$ cat src/rtl/core/cle_pkg.sv
// Shared types, constants and helpers of the console line editor.
package cle_pkg;

  localparam int LINE_DEPTH = 64;
  localparam int POS_W      = $clog2(LINE_DEPTH);

  localparam logic [7:0] KEY_BACKSPACE = 8'd127;
  localparam logic [7:0] KEY_RETURN    = 8'd13;
  localparam logic [7:0] CHAR_BS       = 8'd8;
  localparam logic [7:0] CHAR_SPACE    = 8'd32;
  localparam logic [7:0] CHAR_LF       = 8'd10;

  typedef enum logic [1:0] {
    OP_RX   = 2'd0,
    OP_READ = 2'd1,
    OP_POLL = 2'd2,
    OP_NONE = 2'd3
  } op_t;

  typedef enum logic [2:0] {
    KIND_ECHO = 3'd0,
    KIND_BS   = 3'd1,
    KIND_CR   = 3'd2,
    KIND_READ = 3'd3,
    KIND_POLL = 3'd4
  } kind_t;

  function automatic logic [1:0] result_count(input kind_t kind);
    logic [1:0] cnt;
    unique case (kind)
      KIND_BS: cnt = 2'd3;
      KIND_CR: cnt = 2'd2;
      default: cnt = 2'd1;
    endcase
    return cnt;
  endfunction

endpackage

$ cat src/rtl/core/console_line_editor_unit.sv
// Console line editor: echo, line store editing, store read and command poll.
//
// channel | dir | tvalid/tready  | payload
// s_axis  | in  | s_axis_tvalid  | tuser: op; tdata: rx_byte, read_index
// m_axis  | out | m_axis_tvalid  | tdata: tx_byte, tx_valid, read_data, command_pending;
//         |     |                | tlast: last
//
// An item is taken every cycle the input register is free and leaves the result
// register one result per cycle while m_axis_tready is high: one result for a plain
// echo, read or poll, two for a carriage return, three for a backspace; the result
// register sets the rate. Items go from the input register to the result register.
// After reset, per-entry valid bits make the store read as zero.
// A stalled output holds its result and the input register behind it.
module console_line_editor_unit
  import cle_pkg::*;
(
  input  logic        clk,
  input  logic        rst,
  input  logic        s_axis_tvalid,
  output logic        s_axis_tready,
  input  logic [15:0] s_axis_tdata,  // [7:0] rx_byte, [13:8] read_index, [15:14] zero
  input  logic [1:0]  s_axis_tuser,  // [1:0] op
  output logic        m_axis_tvalid,
  input  logic        m_axis_tready,
  output logic [23:0] m_axis_tdata,  // [7:0] tx_byte, [8] tx_valid, [16:9] read_data,
                                     // [17] command_pending, [23:18] zero
  output logic        m_axis_tlast
);

  logic             s_fire;
  op_t              s_op;
  logic [7:0]       s_byte;
  logic [5:0]       s_idx;
  logic [POS_W-1:0] rd_addr;
  logic             read_ok;

  logic [POS_W-1:0] fill_position, fill_position_next;
  logic             pending_flag, pending_flag_next;
  logic [LINE_DEPTH-1:0] line_vld;

  logic             wr_en;
  logic [7:0]       wr_data;
  logic [7:0]       ram_q;

  logic             a_vld;
  kind_t            a_kind;
  logic [7:0]       a_byte;
  logic             a_cp;
  logic             a_rd_ok;
  logic             a_load;
  kind_t            a_kind_next;
  logic             a_to_b;

  logic             b_vld;
  kind_t            b_kind;
  logic [1:0]       b_step;
  logic [7:0]       b_byte;
  logic [7:0]       b_rd;
  logic             b_cp;
  logic             b_last;
  logic             m_fire;

  logic [7:0]       m_tx_byte;
  logic             m_tx_valid;
  logic [7:0]       m_read_data;
  logic             m_cmd_pending;

  assign s_op    = op_t'(s_axis_tuser);
  assign s_byte  = s_axis_tdata[7:0];
  assign s_idx   = s_axis_tdata[13:8];
  assign rd_addr = POS_W'(s_idx);
  assign read_ok = 32'(s_idx) < LINE_DEPTH;

  assign a_to_b        = a_vld && (!b_vld || (m_axis_tready && b_last));
  assign s_axis_tready = !a_vld || a_to_b;
  assign s_fire        = s_axis_tvalid && s_axis_tready;
  assign m_fire        = m_axis_tvalid && m_axis_tready;

  always_comb begin
    fill_position_next = fill_position;
    pending_flag_next  = pending_flag;
    wr_en              = 1'b0;
    wr_data            = 8'd0;
    a_load             = 1'b0;
    a_kind_next        = KIND_ECHO;
    if (s_fire) begin
      unique case (s_op)
        OP_RX: begin
          a_load = 1'b1;
          priority if (s_byte == KEY_BACKSPACE) begin
            a_kind_next = KIND_BS;
            wr_en       = 1'b1;
            if (fill_position != '0) begin
              fill_position_next = fill_position - 1'b1;
            end
          end else if (s_byte == KEY_RETURN) begin
            a_kind_next        = KIND_CR;
            wr_en              = 1'b1;
            fill_position_next = '0;
            pending_flag_next  = 1'b1;
          end else begin
            a_kind_next = KIND_ECHO;
            if (fill_position < POS_W'(LINE_DEPTH - 1)) begin
              wr_en              = 1'b1;
              wr_data            = s_byte;
              fill_position_next = fill_position + 1'b1;
            end
          end
        end
        OP_READ: begin
          a_load      = 1'b1;
          a_kind_next = KIND_READ;
        end
        OP_POLL: begin
          a_load            = 1'b1;
          a_kind_next       = KIND_POLL;
          pending_flag_next = 1'b0;
        end
        OP_NONE: begin
          a_load = 1'b0;
        end
        default: begin
          a_load = 1'b0;
        end
      endcase
    end
  end

  cle_ram #(
    .WIDTH (8),
    .DEPTH (LINE_DEPTH)
  ) u_line_ram (
    .clk     (clk),
    .wr_en   (wr_en),
    .wr_addr (fill_position),
    .wr_data (wr_data),
    .rd_en   (s_fire),
    .rd_addr (rd_addr),
    .rd_data (ram_q)
  );

  always_ff @(posedge clk) begin
    if (rst) begin
      fill_position <= '0;
      pending_flag  <= 1'b0;
      line_vld      <= '0;
    end else begin
      fill_position <= fill_position_next;
      pending_flag  <= pending_flag_next;
      if (wr_en) begin
        line_vld[fill_position] <= 1'b1;
      end
    end
  end

  always_ff @(posedge clk) begin
    if (rst) begin
      a_vld <= 1'b0;
    end else if (s_fire) begin
      a_vld <= a_load;
    end else if (a_to_b) begin
      a_vld <= 1'b0;
    end
  end

  always_ff @(posedge clk) begin
    if (s_fire) begin
      a_kind  <= a_kind_next;
      a_byte  <= s_byte;
      a_cp    <= pending_flag;
      a_rd_ok <= read_ok && line_vld[rd_addr];
    end
  end

  assign b_last = b_step == (result_count(b_kind) - 2'd1);

  always_ff @(posedge clk) begin
    if (rst) begin
      b_vld  <= 1'b0;
      b_step <= '0;
    end else if (a_to_b) begin
      b_vld  <= 1'b1;
      b_step <= '0;
    end else if (m_fire) begin
      if (b_last) begin
        b_vld <= 1'b0;
      end else begin
        b_step <= b_step + 2'd1;
      end
    end
  end

  always_ff @(posedge clk) begin
    if (a_to_b) begin
      b_kind <= a_kind;
      b_byte <= a_byte;
      b_cp   <= a_cp;
      b_rd   <= a_rd_ok ? ram_q : 8'd0;
    end
  end

  always_comb begin
    m_tx_byte     = 8'd0;
    m_tx_valid    = 1'b0;
    m_read_data   = 8'd0;
    m_cmd_pending = 1'b0;
    unique case (b_kind)
      KIND_ECHO: begin
        m_tx_byte  = b_byte;
        m_tx_valid = 1'b1;
      end
      KIND_BS: begin
        m_tx_byte  = (b_step == 2'd1) ? CHAR_SPACE : CHAR_BS;
        m_tx_valid = 1'b1;
      end
      KIND_CR: begin
        m_tx_byte  = (b_step == 2'd0) ? KEY_RETURN : CHAR_LF;
        m_tx_valid = 1'b1;
      end
      KIND_READ: begin
        m_read_data = b_rd;
      end
      KIND_POLL: begin
        m_cmd_pending = b_cp;
      end
      default: begin
        m_tx_valid = 1'b0;
      end
    endcase
  end

  assign m_axis_tvalid = b_vld;
  assign m_axis_tlast  = b_last;
  assign m_axis_tdata  = {6'd0, m_cmd_pending, m_read_data, m_tx_valid, m_tx_byte};

  a_return_clears_fill: assert property (@(posedge clk) disable iff (rst)
    s_fire && s_op == OP_RX && s_byte == KEY_RETURN |=> fill_position == '0)
    else $error("fill position not cleared after carriage return");

  a_poll_clears_flag: assert property (@(posedge clk) disable iff (rst)
    s_fire && s_op == OP_POLL |=> !pending_flag)
    else $error("pending flag not cleared after poll");

  a_echo_exclusive: assert property (@(posedge clk) disable iff (rst)
    m_axis_tvalid && m_tx_valid |-> m_read_data == 8'd0 && !m_cmd_pending)
    else $error("echo result carries read or poll data");

  a_stall_only_full: assert property (@(posedge clk) disable iff (rst)
    !s_axis_tready |-> a_vld && b_vld)
    else $error("input stalled with a free stage");

  a_step_in_range: assert property (@(posedge clk) disable iff (rst)
    b_vld |-> b_step < result_count(b_kind))
    else $error("result step beyond result count");

endmodule

$ cat src/rtl/core/cle_ram.sv
// Generic single-port-write, single-port-read RAM with registered read.
module cle_ram #(
  parameter int WIDTH = 8,
  parameter int DEPTH = 64
) (
  input  logic                     clk,
  input  logic                     wr_en,
  input  logic [$clog2(DEPTH)-1:0] wr_addr,
  input  logic [WIDTH-1:0]         wr_data,
  input  logic                     rd_en,
  input  logic [$clog2(DEPTH)-1:0] rd_addr,
  output logic [WIDTH-1:0]         rd_data
);

  logic [WIDTH-1:0] mem [DEPTH];

  always_ff @(posedge clk) begin
    if (wr_en) begin
      mem[wr_addr] <= wr_data;
    end
    if (rd_en) begin
      rd_data <= mem[rd_addr];
    end
  end

endmodule
$ cat config.mk
export PLATFORM = sky130hd
export DESIGN_NAME = console_line_editor_unit
export DESIGN_NICKNAME = d
export VERILOG_FILES = /design/src/rtl/core/cle_pkg.sv /design/src/rtl/core/console_line_editor_unit.sv /design/src/rtl/core/cle_ram.sv
export SDC_FILE = /design/constraint.sdc
export NUM_CORES = 1
export LEC_CHECK = 0
export ABC_AREA = 0
export BUFFER_PORTS_ARGS = -buffer_cell sky130_fd_sc_hd__buf_2
export CAP_MARGIN = 20
export CORE_ASPECT_RATIO = 1.1
export CORE_MARGIN = 3
export CORE_UTILIZATION = 65
export DETAILED_ROUTE_END_ITERATION = 6
export PLACE_DENSITY = 0.79
export RECOVER_POWER = 50
export SLEW_MARGIN = 10
export SYNTH_ARGS = -nofsm -noshare
export SYNTH_HDL_FRONTEND = slang
export SYNTH_HIERARCHICAL = 1
export SYNTH_SLANG_ARGS = --single-unit
$ cat constraint.sdc
create_clock -name clk -period 8.85 [get_ports clk]
set_input_delay 0.885 -clock clk [delete_from_list [all_inputs] [get_ports clk]]
set_output_delay 0.885 -clock clk [all_outputs]
set_load 0.03 [all_outputs]
# [Word level (Yosys, flattened, before mapping)]
# Memories as Yosys holds them, arrays and structs flattened. A register that Yosys moved wholly into a read port is not among the register bits.
# Index checks and enable logic that the tools add are counted.
[word_totals] ff_bits=108 inputBits=22 word_cells=103 ram_bits=512 mem_count=1 output_inout_bits=27
[mem_list] memory="u_line_ram.mem" depth=64 word_bits=8 read_ports=1 rd_clocked_by_memory_dff=1 write_ports=1 line_no="cle_ram.sv:15" text="logic [WIDTH-1:0] mem [DEPTH];"
[classes] n_bitwise=2 order_cmp=4 mux=39 reduce_logical=25 n_eq_ne=14 addsub=4
[ops] op="64-bit OR" n=1
[ops] op="8-bit two-way mux" n=6
[ops] op="6-bit two-way mux" n=5
[ops] op="8-bit case mux with 3 select lines" n=1
[ops] op="1-bit two-way mux" n=18
[ops] op="6-bit by 7-bit less-than comparator with 1-bit output (second input constant)" n=2
[ops] op="3-bit case mux with 3 select lines" n=1
[ops] op="8-bit by 4-bit == test with 1-bit output (second input constant)" n=1
[ops] op="8-bit by 7-bit == test with 1-bit output (second input constant)" n=1
[ops] op="4-bit AND reduction" n=2
[ops] op="2-bit nonzero test" n=4
[ops] op="6-bit by 1-bit adder with 6-bit output (second input constant)" n=1
[ops] op="1-bit binary-select mux with 6-bit select" n=1
[ops] op="1-bit demux with 6-bit select" n=1
[ops] op="3-bit by 2-bit == test with 1-bit output (second input constant)" n=2
[ops] op="6-bit by 1-bit >= comparator with 1-bit output (second input constant)" n=1
[ops] op="6-bit less-than comparator (second input constant)" n=1
[ops] op="6-bit nonzero test" n=1
[ops] op="3-bit OR reduction" n=2
[ops] op="6-bit by 1-bit subtractor with 6-bit output (second input constant)" n=1
[ops] op="1-bit logical AND" n=5
[ops] op="2-bit by 1-bit == test with 1-bit output (second input constant)" n=2
[ops] op="2-bit == test (second input constant)" n=2
[ops] op="2-bit logical NOT" n=2
[ops] op="18 further kinds" n=24

# [Longest topological paths before layout]
# Gate-level depths: netlist (run 1).
[logic_depth] depth_word=12 depth_mapped=10

# [Modules after synthesis]
# The synthesis (run 1) kept the hierarchy.
[by_module_without_submodules] module="cle_ram" seq_area_each_um2=15615.0 cells_per_inst=940 area_per_inst_um2=20246.9 instances=1
[by_module_without_submodules] module="console_line_editor_unit" seq_area_each_um2=2492.4 cells_per_inst=483 area_per_inst_um2=4909.7 instances=1

# [Worst setup path after synthesis (run 1)]
# Ideal clock, no wire load.
[synth_path] kind="input-to-reg" from="input s_axis_tdata[1]" to="memory u_line_ram.mem[62][0] (enable)" cell_stages=7 setup_time_ns=0.370 arrival_time_ns=2.895 t_required_ns=8.480 n_path_buf=0 path_slack_ns=5.585 path_cell_list="or4_4 -> a21oi_4 -> nor2_2 -> nor2_1 -> nor2b_1 -> nand3_1 -> nor2_1"
[synth_via] elab_chain_len=7 elab_cells_between_ends=8 cone_classes="eq/ne (2); mux (6)"
[synth_lines] element="start, declared" line_no="console_line_editor_unit.sv:21" text="input logic [15:0] s_axis_tdata,"
[synth_lines] element="8-bit by 4-bit == test with 1-bit output" line_no="console_line_editor_unit.sv:96" text="end else if (s_byte == KEY_RETURN) begin"
[synth_lines] element="1-bit two-way mux" line_no="console_line_editor_unit.sv:96"
[synth_lines] element="1-bit two-way mux *" line_no="console_line_editor_unit.sv:90" text="priority if (s_byte == KEY_BACKSPACE) begin"
[synth_lines] element="1-bit two-way mux *" line_no="console_line_editor_unit.sv:87" text="unique case (s_op)"
[synth_lines] element="1-bit two-way mux *" line_no="console_line_editor_unit.sv:86" text="if (s_fire) begin"
[synth_lines] element="net wr_en" line_no="console_line_editor_unit.sv:41" text="logic wr_en;"
[synth_lines] element="1-bit two-way mux *" line_no="cle_ram.sv:18" text="if (wr_en) begin"
[synth_lines] element="1-bit two-way mux (not written as such) *" line_no="cle_ram.sv:19" text="mem[wr_addr] <= wr_data;"
[synth_lines] element="end, declared" line_no="cle_ram.sv:15"
# Mark *: on every way through the listed nets, which the timed path passes. The rest lies on a longest branch.

# [Worst setup path in the final report (run 1)]
[layout_path] from="register b_kind[1]" to="memory u_line_ram.mem[2][1], data pin"
[layout_via] elab_chain_len=10 elab_cells_between_ends=11 cone_classes="add/sub (1); eq/ne (3); mux (2); reduce/logical (5)"
[layout_lines] element="start, declared" line_no="console_line_editor_unit.sv:55" text="kind_t b_kind;"
[layout_lines] element="start signal, assigned" line_no="console_line_editor_unit.sv:195" text="b_kind <= a_kind;"
[layout_lines] element="3-bit by 2-bit == test with 1-bit output or 3-bit by 1-bit == test with 1-bit output (tied branches)" line_no="cle_pkg.sv:30" text="unique case (kind)"
[layout_lines] element="2-bit case mux with 2 select lines *" line_no="cle_pkg.sv:30"
[layout_lines] element="2-bit by 1-bit subtractor with 2-bit output *" line_no="console_line_editor_unit.sv:175" text="assign b_last = b_step == (result_count(b_kind) - 2'd1);"
[layout_lines] element="2-bit == test *" line_no="console_line_editor_unit.sv:175"
[layout_lines] element="1-bit logical AND *" line_no="console_line_editor_unit.sv:74" text="assign a_to_b = a_vld && (!b_vld || (m_axis_tready && b_last));"
[layout_lines] element="1-bit logical OR *" line_no="console_line_editor_unit.sv:74"
[layout_lines] element="1-bit logical AND *" line_no="console_line_editor_unit.sv:74"
[layout_lines] element="1-bit logical OR *" line_no="console_line_editor_unit.sv:75" text="assign s_axis_tready = !a_vld || a_to_b;"
[layout_lines] element="1-bit logical AND *" line_no="console_line_editor_unit.sv:76" text="assign s_fire = s_axis_tvalid && s_axis_tready;"
[layout_lines] element="8-bit two-way mux *" line_no="console_line_editor_unit.sv:86"
[layout_lines] element="net wr_data[1]" line_no="console_line_editor_unit.sv:42" text="logic [7:0] wr_data;"
# Marked as above.

==> flow_metrics.env, run 1 <==
export IMPL_dp_cells=1887
export IMPL_clock_path_buffers=3
export IMPL_yosysWarnings=6
export IMPL_period_minus_slack_ns=6.15
export IMPL_wl_per_cell_um=27.5
export IMPL_async_reset_ff_share_pct=0
export IMPL_design_area_um2=27500
export IMPL_post_cts_buffers=0
export IMPL_nets=1481
export IMPL_worst_slew_pin_slew_ns=3.02
export IMPL_cts_buffers=58
export IMPL_die_h_um=212
export IMPL_switching_share_pct=20.0
export IMPL_p_int_mw=4.79
export IMPL_finalHoldViolations=0
export IMPL_grt_max_degree=83
export IMPL_dp_hpwl_um=31400
export IMPL_hold_path_class="reg -> reg"
export IMPL_path_clk_slew_ns=0.06
export IMPL_setup_viol=0
export IMPL_fin_util_pct=73.0
export IMPL_htree_levels=2
export IMPL_core_area_um2=37700
export IMPL_cts_sinks=628
export IMPL_cts_hold_buf=0
export IMPL_place_gp_congestion=0.856
export IMPL_antenna_found_initial=1
export IMPL_fmax_mhz=163
export IMPL_cp_end_kind="flop"
export IMPL_postCtsResizedCells=0
export IMPL_synth_flop_cell="edfxtp_1"
export IMPL_antenna_cells=0
export IMPL_io_pins=49
export IMPL_drv_slew=201
export IMPL_drcViolationCount=0
export IMPL_fin_tns_setup_ns=0
export IMPL_ant_nets=0
export IMPL_initial_utilization_pct=66.8
export IMPL_p_per_area_nw_per_um2=218
export IMPL_power_frac_seq_pct=53.9
export IMPL_ys_ff_latch=628
export IMPL_die_area_um2=41100
export IMPL_worstPathRequired_ns=8.95
export IMPL_area_delta_synth_final_pct=9.31
export IMPL_clock_skew_ns=0.0132
export IMPL_syn_instance_count=1423
export IMPL_slew_headroom_pct=-102
export IMPL_rows=74
export IMPL_tritoncts="yes"
export IMPL_max_vdd_ir_drop_mv=0.156
export IMPL_power_mw=5.99
export IMPL_grt_overflow=0
export IMPL_rsz0062_at_grt="false"
export IMPL_grt_pass1_vias=13617
export IMPL_power_frac_clock_pct=41.8
export IMPL_io_buffers=40
export IMPL_switching_power_mw=1.20
export IMPL_crit_fanout=46
export IMPL_root_buffer="clkbuf_16"
export IMPL_syn_area_um2=25200
export IMPL_routed_via_density=6.78
export IMPL_cp_slowest_cell="clkbuf_1"
export IMPL_cap_violations=5
export IMPL_finalWirelength_um=55000
export IMPL_num_fill_cells=2117
export IMPL_dpl_instance_area_um2=25700
export IMPL_clk_insertion_delay_late_ns=0.59
export IMPL_p_leak_nw=9.20
export IMPL_crit_type="reg -> reg"
export IMPL_cp_data_arrival_time_ns=6.25
export IMPL_dr_pass1_iters=6
export IMPL_synth_avg_cell_area_um2=17.7
export IMPL_grt_pass1_wl_um=84000
export IMPL_synthDistinctLibCells=71
export IMPL_drtIter0Drc=1495
export IMPL_drive_gt1_share_pct=18.6
export IMPL_cp_cell_sequence="and2b_1, a31oi_1, o311ai_4, clkbuf_1, and2_0, and3_1, and2_0, clkbuf_1"
export IMPL_dr_total_vias=13536
export IMPL_power_share_combinational_pct=4.3
export IMPL_die_w_um=194
export IMPL_finalNonFillerCells=1996
export IMPL_startpoint_type="flop"
export IMPL_critical_path_max_stage_delay_ns=1.53
export IMPL_violations="capacitance limit, slew limit"
export IMPL_fin_crit_sh_pct=69.5
export IMPL_ys_seq_area_share_pct=72.0
export IMPL_status="complete, but fails checks"
export IMPL_synth_edff_count=553
export IMPL_grt_total_usage_pct=27.2
registers in the layout, indices dropped and copies added (netlist names):
register            count
b_rd                    8
b_byte                  8
line_vld               64
a_kind                  3
a_cp                    1
m_axis_tvalid           1
a_rd_ok                 1
b_kind                  3
b_step                  2
fill_position           6
u_line_ram/rd_data      8
u_line_ram/mem        512
b_cp                    1
a_vld                   1
pending_flag            1
a_byte                  8
cells by family (layout without fill, tap and decap cells):
| family | after synthesis | in the layout | share of synthesized area, % |
|---|---|---|---|
| flops | 628 | 628 | 72.0 |
| simple gates | 335 | 335 | 6.44 |
| mux | 188 | 188 | 14.6 |
| compound gates | 165 | 165 | 4.47 |
| buf+inv | 101 | 175 | 2.23 |
| fa+ha+maj | 5 | 5 | 0.249 |
| other cells | 1 | 6 | 0.0149 |
worst max-delay path, delay by kind of cell (launching register included):
kind | cells | cell delay, ns
AOI/OAI and AO/OA | 2 | 0.37
and+or+nand+nor | 4 | 2.17
DFF | 1 | 0.57
buffers and inverters | 2 | 2.53
path summary, 6_finish.rpt:
kind | slack [ns] | endpoint | depth (start not counted) | from
max | 2.70 | u_line_ram/mem[2][1]$_DFFE_PP_ | 8 | b_kind[1]$_DFFE_PP_
min | 0.42 | b_byte[4]$_DFFE_PP_ | 0 | a_byte[4]$_DFFE_PP_
max reg2reg | 2.70 | u_line_ram/mem[2][1]$_DFFE_PP_ | 8 | b_kind[1]$_DFFE_PP_
min reg2reg | 0.42 | b_byte[4]$_DFFE_PP_ | 0 | a_byte[4]$_DFFE_PP_
Yosys cell counts, types with 3 or more instances:
| cell | instances | area [um^2] |
|---|---|---|
| and2_1 | 32 | 200 |
| nand3b_1 | 3 | 22.5 |
| o2bb2ai_1 | 3 | 26.3 |
| o221ai_1 | 12 | 105 |
| a21oi_1 | 56 | 280 |
| dfxtp_1 | 75 | 1500 |
| buf_2 | 18 | 90.1 |
| nand2_1 | 28 | 105 |
| inv_1 | 10 | 37.5 |
| o22ai_1 | 12 | 75.1 |
| a211oi_1 | 8 | 60.1 |
| o21ai_0 | 10 | 50.1 |
| and4_1 | 3 | 26.3 |
| buf_6 | 6 | 67.6 |
| mux2i_1 | 30 | 300 |
| a221oi_1 | 7 | 61.3 |
| and3_1 | 6 | 37.5 |
| nand2b_1 | 12 | 75.1 |
| buf_1 | 4 | 15.0 |
| nor3_1 | 16 | 80.1 |
| nor3b_1 | 3 | 22.5 |
| buf_4 | 22 | 165 |
| clkbuf_1 | 39 | 146 |
| mux4_2 | 142 | 3200 |
| nor2b_1 | 16 | 100 |
| edfxtp_1 | 553 | 16600 |
| o21a_1 | 3 | 22.5 |
| nand4_1 | 4 | 25.0 |
| o2111ai_1 | 4 | 35.0 |
| mux2_2 | 16 | 180 |
| nor2_1 | 174 | 653 |
| ha_1 | 5 | 62.6 |
| nand3_1 | 20 | 100 |
| a22oi_1 | 3 | 22.5 |
| a31oi_1 | 20 | 125 |
placed cells by master, fill, tap and decap left out, drive strengths merged, types with 7 or more instances in the layout:
cell type and count:
dfxtp 75, and2 33, a31oi 20, bufinv 7, a211oi 8, clkbuf 108, edfxtp 553, a21oi 58
nand2 28, mux2 16, nor2b 16, a221oi 7, mux2i 30, mux4 142, clkinv 24, inv 11
buf 24, o22ai 12, o221ai 12, nand3 20, nor3 16, o21ai 12, nand2b 12, nor2 175
power groups by stage:
stage | clock network (mW) | logic [mW] | registers (mW)
after global routing | 2.66 | 0.271 | 3.23
after detailed placement | 0 | 0.252 | 3.29
final | 2.51 | 0.255 | 3.23
after CTS | 2.53 | 0.256 | 3.23
after global placement | 0 | 0.246 | 3.29
after floorplan | 0 | 0.188 | 3.28
per-stage QoR:
| stage | setup WS [ns] | hold slack, ns |
|---|---|---|
| 2_1_floorplan | 5.58 | 0.400 |
| 3_3_place_gp | 4.55 | 0.401 |
| 3_5_place_dp | 4.43 | 0.405 |
| 4_1_cts | 4.69 | 0.419 |
| 5_1_grt | 2.45 | 0.428 |
| 6_report | 2.70 | 0.419 |
layout make-up:
cell class                 instances  area (um^2)  area share (%)
tap                              494          618            2.25
sequential                       628        18100            65.8
multi-input combinational        699         6480            23.6
inverter                          10         37.5           0.137
clock buffer                      75         1610            5.85
clock inverter                    33          332            1.21
timing repair buffer              57          312            1.13
routing by layer:
metal	up-vias	GRT usage, %	wire (um)
met2	776	44.5	26900
met3	155	5.18	5130
met5	-	0	13
li1	5734	-	-
met4	2	11.1	2430
met1	6869	37.1	20500
Power figures use the tool's default switching activity.
==> run 2: changes to the inputs <==
Settings changed: CORE_UTILIZATION 65 to 56, PLACE_DENSITY 0.79 to 0.72.
Clock period 8.85 ns to 5.2 ns, I/O delays scaled along.
==> run 2 against run 1 <==
Against the previous run:
- the run still ends with capacitance limit, slew limit left
- global-route usage decreased by 4.1 points
- power is 67% higher
- cell area up 0.36%
- clock power grew 63%
- via count fell by 1.7%
- sequential power increased by 70%
- cell count grew 4.8%
- critical endpoint is now u_line_ram/mem[42][4]$_DFFE_PP_
==> flow_metrics.env, run 2 (synthesis gave the netlist of run 1 again) <==
export IMPL_io_pins=49
export IMPL_cts_hold_buf=0
export IMPL_tritoncts="yes"
export IMPL_grt_max_degree=77
export IMPL_worst_slew_pin_slew_ns=2.57
export IMPL_max_vdd_ir_drop_mv=0.249
export IMPL_area_sequential_um2=18100
export IMPL_cp_data_arrival_time_ns=4.65
export IMPL_cts_sinks=628
export IMPL_cap_violations=2
export IMPL_finalWirelength_um=54500
export IMPL_rr_startpoint="b_kind[1]$_DFFE_PP_"
export IMPL_htree_levels=2
export IMPL_die_h_um=228
export IMPL_rows=80
export IMPL_status="complete, but fails checks"
export IMPL_period_minus_slack_ns=4.33
export IMPL_drcViolationCount=0
export IMPL_final_common_cell="edfxtp_1"
export IMPL_clk_insertion_delay_late_ns=0.60
export IMPL_grt_pass1_wl_um=83600
export IMPL_routed_via_density=6.36
export IMPL_whs_ns=0.148
export IMPL_fmax_mhz=231
export IMPL_root_buffer="clkbuf_16"
export IMPL_dr_pass1_iters=5
export IMPL_clock_path_buffers=3
export IMPL_hp_start="s_axis_tdata[0]"
export IMPL_ant_nets=0
export IMPL_p_leak_nw=9.22
export IMPL_cp_slowest_cell="clkbuf_1"
export IMPL_critical_path_max_stage_delay_ns=0.88
export IMPL_dr_total_vias=13309
export IMPL_slew_headroom_pct=-71.3
export IMPL_drv_slew=75
export IMPL_fin_crit_sh_pct=83.3
export IMPL_grt_pass1_vias=13285
export IMPL_multiInputGateArea_um2=6480
export IMPL_nets=1495
export IMPL_cp_end_kind="flop"
export IMPL_post_cts_buffers=0
export IMPL_top_register="u_line_ram/mem"
export IMPL_core_area_um2=43800
export IMPL_grt_total_usage_pct=23.1
export IMPL_finalHoldViolations=0
export IMPL_cp_cell_sequence="and2b_1, a31oi_1, o311ai_4, clkbuf_1, and2_1, and3_1, and2_2, clkbuf_2"
export IMPL_setup_viol=0
export IMPL_crit_fanout=26
export IMPL_place_gp_congestion=0.882
export IMPL_worstPathRequired_ns=5.52
export IMPL_fin_util_pct=62.9
export IMPL_path_clk_slew_ns=0.06
export IMPL_postCtsResizedCells=0
export IMPL_die_w_um=208
export IMPL_cts_buffers=58
export IMPL_clock_skew_ns=0.0168
export IMPL_drtIter0Drc=1406
export IMPL_grt_overflow=0
export IMPL_reg_top3="u_line_ram/mem: 512 flops, line_vld: 64 flops"
export IMPL_crit_type="reg -> reg"
export IMPL_antenna_found_initial=0
export IMPL_setup_worst_path_start="b_kind[1]$_DFFE_PP_"
export IMPL_dp_hpwl_um=33100
export IMPL_rsz0062_at_grt="false"
export IMPL_die_area_um2=47500
export IMPL_hold_path_class="in -> reg"
export IMPL_largest_reg_flops=512
export IMPL_mostFrequentLayoutCells="edfxtp_1, nor2_1, mux4_2"
export IMPL_io_buffers=40
export IMPL_fin_tns_setup_ns=0
export IMPL_wl_per_cell_um=26.1
export IMPL_initial_utilization_pct=57.4
export IMPL_power_mw=10.0
export IMPL_area_delta_synth_final_pct=9.70
export IMPL_num_fill_cells=3026
export IMPL_startpoint_type="flop"
export IMPL_violations="capacitance limit, slew limit"
export IMPL_drive_gt1_share_pct=19.4
export IMPL_p_per_area_nw_per_um2=363
==> run 2: cell types whose count changed in the layout (fill, tap and decap cells not counted), sizes merged <==
| cell | change |
|---|---|
| inv | +1 |
| buf | +12 |
| diode | +1 |
| clkinv | +2 |
| clkinvlp | +1 |
| bufinv | -2 |
==> run 2: worst paths after layout <==
check                               endpoint  cells past startpoint  slack [ns]
max reg2reg  u_line_ram/mem[42][4]$_DFFE_PP_                      8        0.87
min reg2reg              b_byte[2]$_DFFE_PP_                      0        0.41
min                      a_byte[0]$_DFFE_PP_                      1        0.15
max          u_line_ram/mem[42][4]$_DFFE_PP_                      8        0.87
==> run 2: per-layer routing <==
| layer | share of wire (%) | track usage [%] |
|---|---|---|
| met5 | 0 | 0 |
| met4 | 2.5 | 6.34 |
| met3 | 7.6 | 4.05 |
| met2 | 49 | 37.7 |
| met1 | 41 | 32.9 |
==> run 2: final cells by class <==
class	instances	area share, %
inverters	10	0.136
clock buffers	73	5.54
diodes	1	0.00907
repair buffers	71	1.54
clock inverters	35	1.07
multi-input cells	699	23.5
flip-flops and latches	628	65.6
well taps	574	2.60
==> run 2: worst max-delay path: cells and delay by family, from the launching register on <==
family	cells	cell delay, ns
AND/OR/NAND/NOR	4	1.56
buffers and inverters	2	1.47
flip-flops	1	0.56
AO/OA/AOI/OAI	2	0.44
==> run 2: where the power goes <==
group | total [mW] | leakage, nW | internal [mW] | switching (mW)
Sequential | 5.49 | 6.03 | 5.48 | 0.0154
Clock | 4.08 | 0.890 | 2.32 | 1.76
Combinational | 0.445 | 2.30 | 0.168 | 0.276
Total | 10.0 | 9.22 | 7.97 | 2.05
==> run 2: per-stage QoR <==
stage	area [um^2]	setup slack [ns]	cells
after CTS	27700	1.29	2089
after global routing	27600	0.586	2090
after floorplan	25200	2.30	1428
after global placement	25800	1.22	1981
after detailed placement	25800	1.15	1981
final	27600	0.869	2091
==> run 3: changes to the inputs <==
Settings changed: CORE_UTILIZATION 56 to 62, PLACE_DENSITY 0.72 to 0.76.
Clock period 5.2 ns to 4.25 ns, I/O delays scaled along.
==> run 3 against run 2 <==
Against the previous run:
- the run still ends with capacitance limit, slew limit left
- clock skew rose by 0.0051 ns
- worst setup slack worse by 0.40 ns
- die area fell by 9.4%
- largest cell class unchanged
- highest routed layer unchanged
==> flow_metrics.env, run 3 (synthesis gave the netlist of run 1 again) <==
export IMPL_cp_cell_sequence="dlygate4sd3_1, clkbuf_1, or4_1, a21oi_4, nor2_1, nor2_1, nor2b_1, nand3_1, clkbuf_1, nor2_1, clkbuf_1"
export IMPL_nets=1563
export IMPL_grt_pass1_vias=14194
export IMPL_p_leak_nw=9.66
export IMPL_worst_slew_pin_slew_ns=1.86
export IMPL_dr_pass1_iters=6
export IMPL_reg_top3="u_line_ram/mem: 512 flops, line_vld: 64 flops"
export IMPL_crit_fanout=8
export IMPL_antenna_found_initial=0
export IMPL_cp_depth=11
export IMPL_rrSetupSlack_ns=0.57
export IMPL_wl_per_cell_um=27.3
export IMPL_crit_path_end="u_line_ram/mem[46][7]$_DFFE_PP_"
export IMPL_worstPathRequired_ns=4.50
export IMPL_cts_buffers=60
export IMPL_ant_nets=0
export IMPL_max_vdd_ir_drop_mv=0.384
export IMPL_path_clk_slew_ns=0.06
export IMPL_rr_startpoint="b_kind[1]$_DFFE_PP_"
export IMPL_final_common_cell="edfxtp_1"
export IMPL_core_area_um2=39700
export IMPL_largest_reg_flops=512
export IMPL_slew_headroom_pct=-25.6
export IMPL_power_mw=13.3
export IMPL_die_h_um=217
export IMPL_pre_cts_ws_ns=0.767
export IMPL_fin_util_pct=71.5
export IMPL_dr_total_vias=13951
export IMPL_io_buffers=40
export IMPL_setup_viol=0
export IMPL_fin_crit_sh_pct=88.9
export IMPL_finalWirelength_um=57200
export IMPL_drcViolationCount=0
export IMPL_cp_slowest_cell="or4_1"
export IMPL_antenna_cells=0
export IMPL_p_per_area_nw_per_um2=467
export IMPL_path_buf_inv=4
export IMPL_fin_ws_ns=0.471
export IMPL_finalHoldViolations=0
export IMPL_grt_max_degree=65
export IMPL_fmax_mhz=265
export IMPL_status="complete, but fails checks"
export IMPL_setup_worst_path_start="s_axis_tdata[1]"
export IMPL_tritoncts="yes"
export IMPL_initial_utilization_pct=63.4
export IMPL_critical_path_max_stage_delay_ns=0.62
export IMPL_violations="capacitance limit, slew limit"
export IMPL_cp_end_kind="flop"
export IMPL_r2r_end="u_line_ram/mem[46][7]$_DFFE_PP_"
export IMPL_drv_slew=32
export IMPL_htree_levels=2
export IMPL_drive_gt1_share_pct=21.6
export IMPL_die_area_um2=43000
export IMPL_crit_family="simple AND/OR/NAND/NOR gates"
export IMPL_drtIter0Drc=1725
export IMPL_top_register="u_line_ram/mem"
export IMPL_hold_path_class="in -> reg"
export IMPL_dp_hpwl_um=34800
export IMPL_io_pins=49
export IMPL_grt_overflow=0
export IMPL_postCtsResizedCells=0
export IMPL_grt_pass1_wl_um=87400
export IMPL_rows=76
export IMPL_fin_tns_setup_ns=0
export IMPL_startpoint_type="primary input"
export IMPL_cp_data_arrival_time_ns=4.03
export IMPL_mostFrequentLayoutCells="edfxtp_1, nor2_1, mux4_2"
export IMPL_reg2reg_depth=10
export IMPL_period_minus_slack_ns=3.78
export IMPL_cts_sinks=628
export IMPL_dp_cells=1977
export IMPL_die_w_um=198
export IMPL_crit_type="in -> reg"
export IMPL_num_fill_cells=2364
export IMPL_cap_violations=2
export IMPL_place_gp_congestion=0.855
export IMPL_root_buffer="clkbuf_16"
export IMPL_clock_skew_ns=0.0219
export IMPL_clk_insertion_delay_late_ns=0.63
export IMPL_rsz0062_at_grt="false"
export IMPL_finalNonFillerCells=2094
export IMPL_routed_via_density=6.66
export IMPL_grt_total_usage_pct=27.4
export IMPL_clock_path_buffers=3
export IMPL_area_delta_synth_final_pct=12.8
==> run 3: cell types whose count changed in the layout (fill, tap and decap cells not counted), moves of 2 or more <==
cell           delta
buf_4            +29
and2_0            +3
dlygate4sd3_1     +3
o21ai_0           +2
buf_12            +3
bufinv_16        +12
and2_1            -4
clkbuf_1         +24
clkbuf_2          -2
clkinv_1          -6
o21ai_1           -2
clkbuf_16         +3
==> run 3: what timing repair did <==
item / CTS / global route
endpoints found under the setup margin: 0 / 0
endpoints found under the hold margin: 3 / 0
hold buffers: 3 / 0
setup buffers: 0 / 0
==> run 3: power breakdown <==
part	switching [mW]	total, mW	internal [mW]	leakage (nW)
clock	2.28	5.98	3.69	1.08
combinational	0.341	0.555	0.214	2.55
sequential	0.0196	6.72	6.70	6.03
total	2.65	13.3	10.6	9.66
==> run 3: worst min-delay path by stage <==
stage,to,start,slack [ns],cells after the start
6_report,a_byte[4]$_DFFE_PP_,s_axis_tdata[4],0.08,1
5_1_grt,a_byte[2]$_DFFE_PP_,s_axis_tdata[2],0.08,1
4_1_cts,a_byte[2]$_DFFE_PP_,s_axis_tdata[2],0.001,1
3_5_place_dp,b_byte[6]$_DFFE_PP_,a_byte[6]$_DFFE_PP_,0.40,0
3_3_place_gp,b_byte[5]$_DFFE_PP_,a_byte[5]$_DFFE_PP_,0.40,0
2_1_floorplan,b_byte[0]$_DFFE_PP_,a_byte[0]$_DFFE_PP_,0.40,0
==> run 3: area by class of cell <==
class                      count  area (um^2)  area share (%)
timing repair buffer         137          870            3.07
clock buffer                  70         1580            5.57
sequential                   628        18100            63.8
inverter                      10         37.5           0.132
clock inverter                43          657            2.32
tap                          507          634            2.24
multi-input combinational    699         6480            22.8
==> run 3: routing by layer <==
| layer | vias up | routed length (um) | global-route usage (%) |
|---|---|---|---|
| li1 | 5893 | - | - |
| met1 | 7098 | 21800 | 38.4 |
| met2 | 806 | 27900 | 44.3 |
| met3 | 154 | 5270 | 4.63 |
| met4 | 0 | 2160 | 9.86 |
| met5 | - | 0 | 0 |
==> run 3: worst register-to-register path, cell delays in order, from the launching register on <==
cell and delay, ns:
edfxtp_1 0.55, and2b_1 0.29, a31oi_1 0.16, o311ai_4 0.29, nand2_1 0.11, nor2_1 0.44
nor2b_1 0.32, nand3_1 0.11, clkbuf_1 0.35, nor2_1 0.19, clkbuf_1 0.49
==> run 3: per-stage QoR <==
stage / cell area, um^2 / hold WS [ns]
global route: 28400 / 0.0762
finish: 28400 / 0.0827
floorplan: 25200 / 0.400
CTS: 28600 / 0.00126
global placement: 26300 / 0.401
detailed placement: 26300 / 0.405
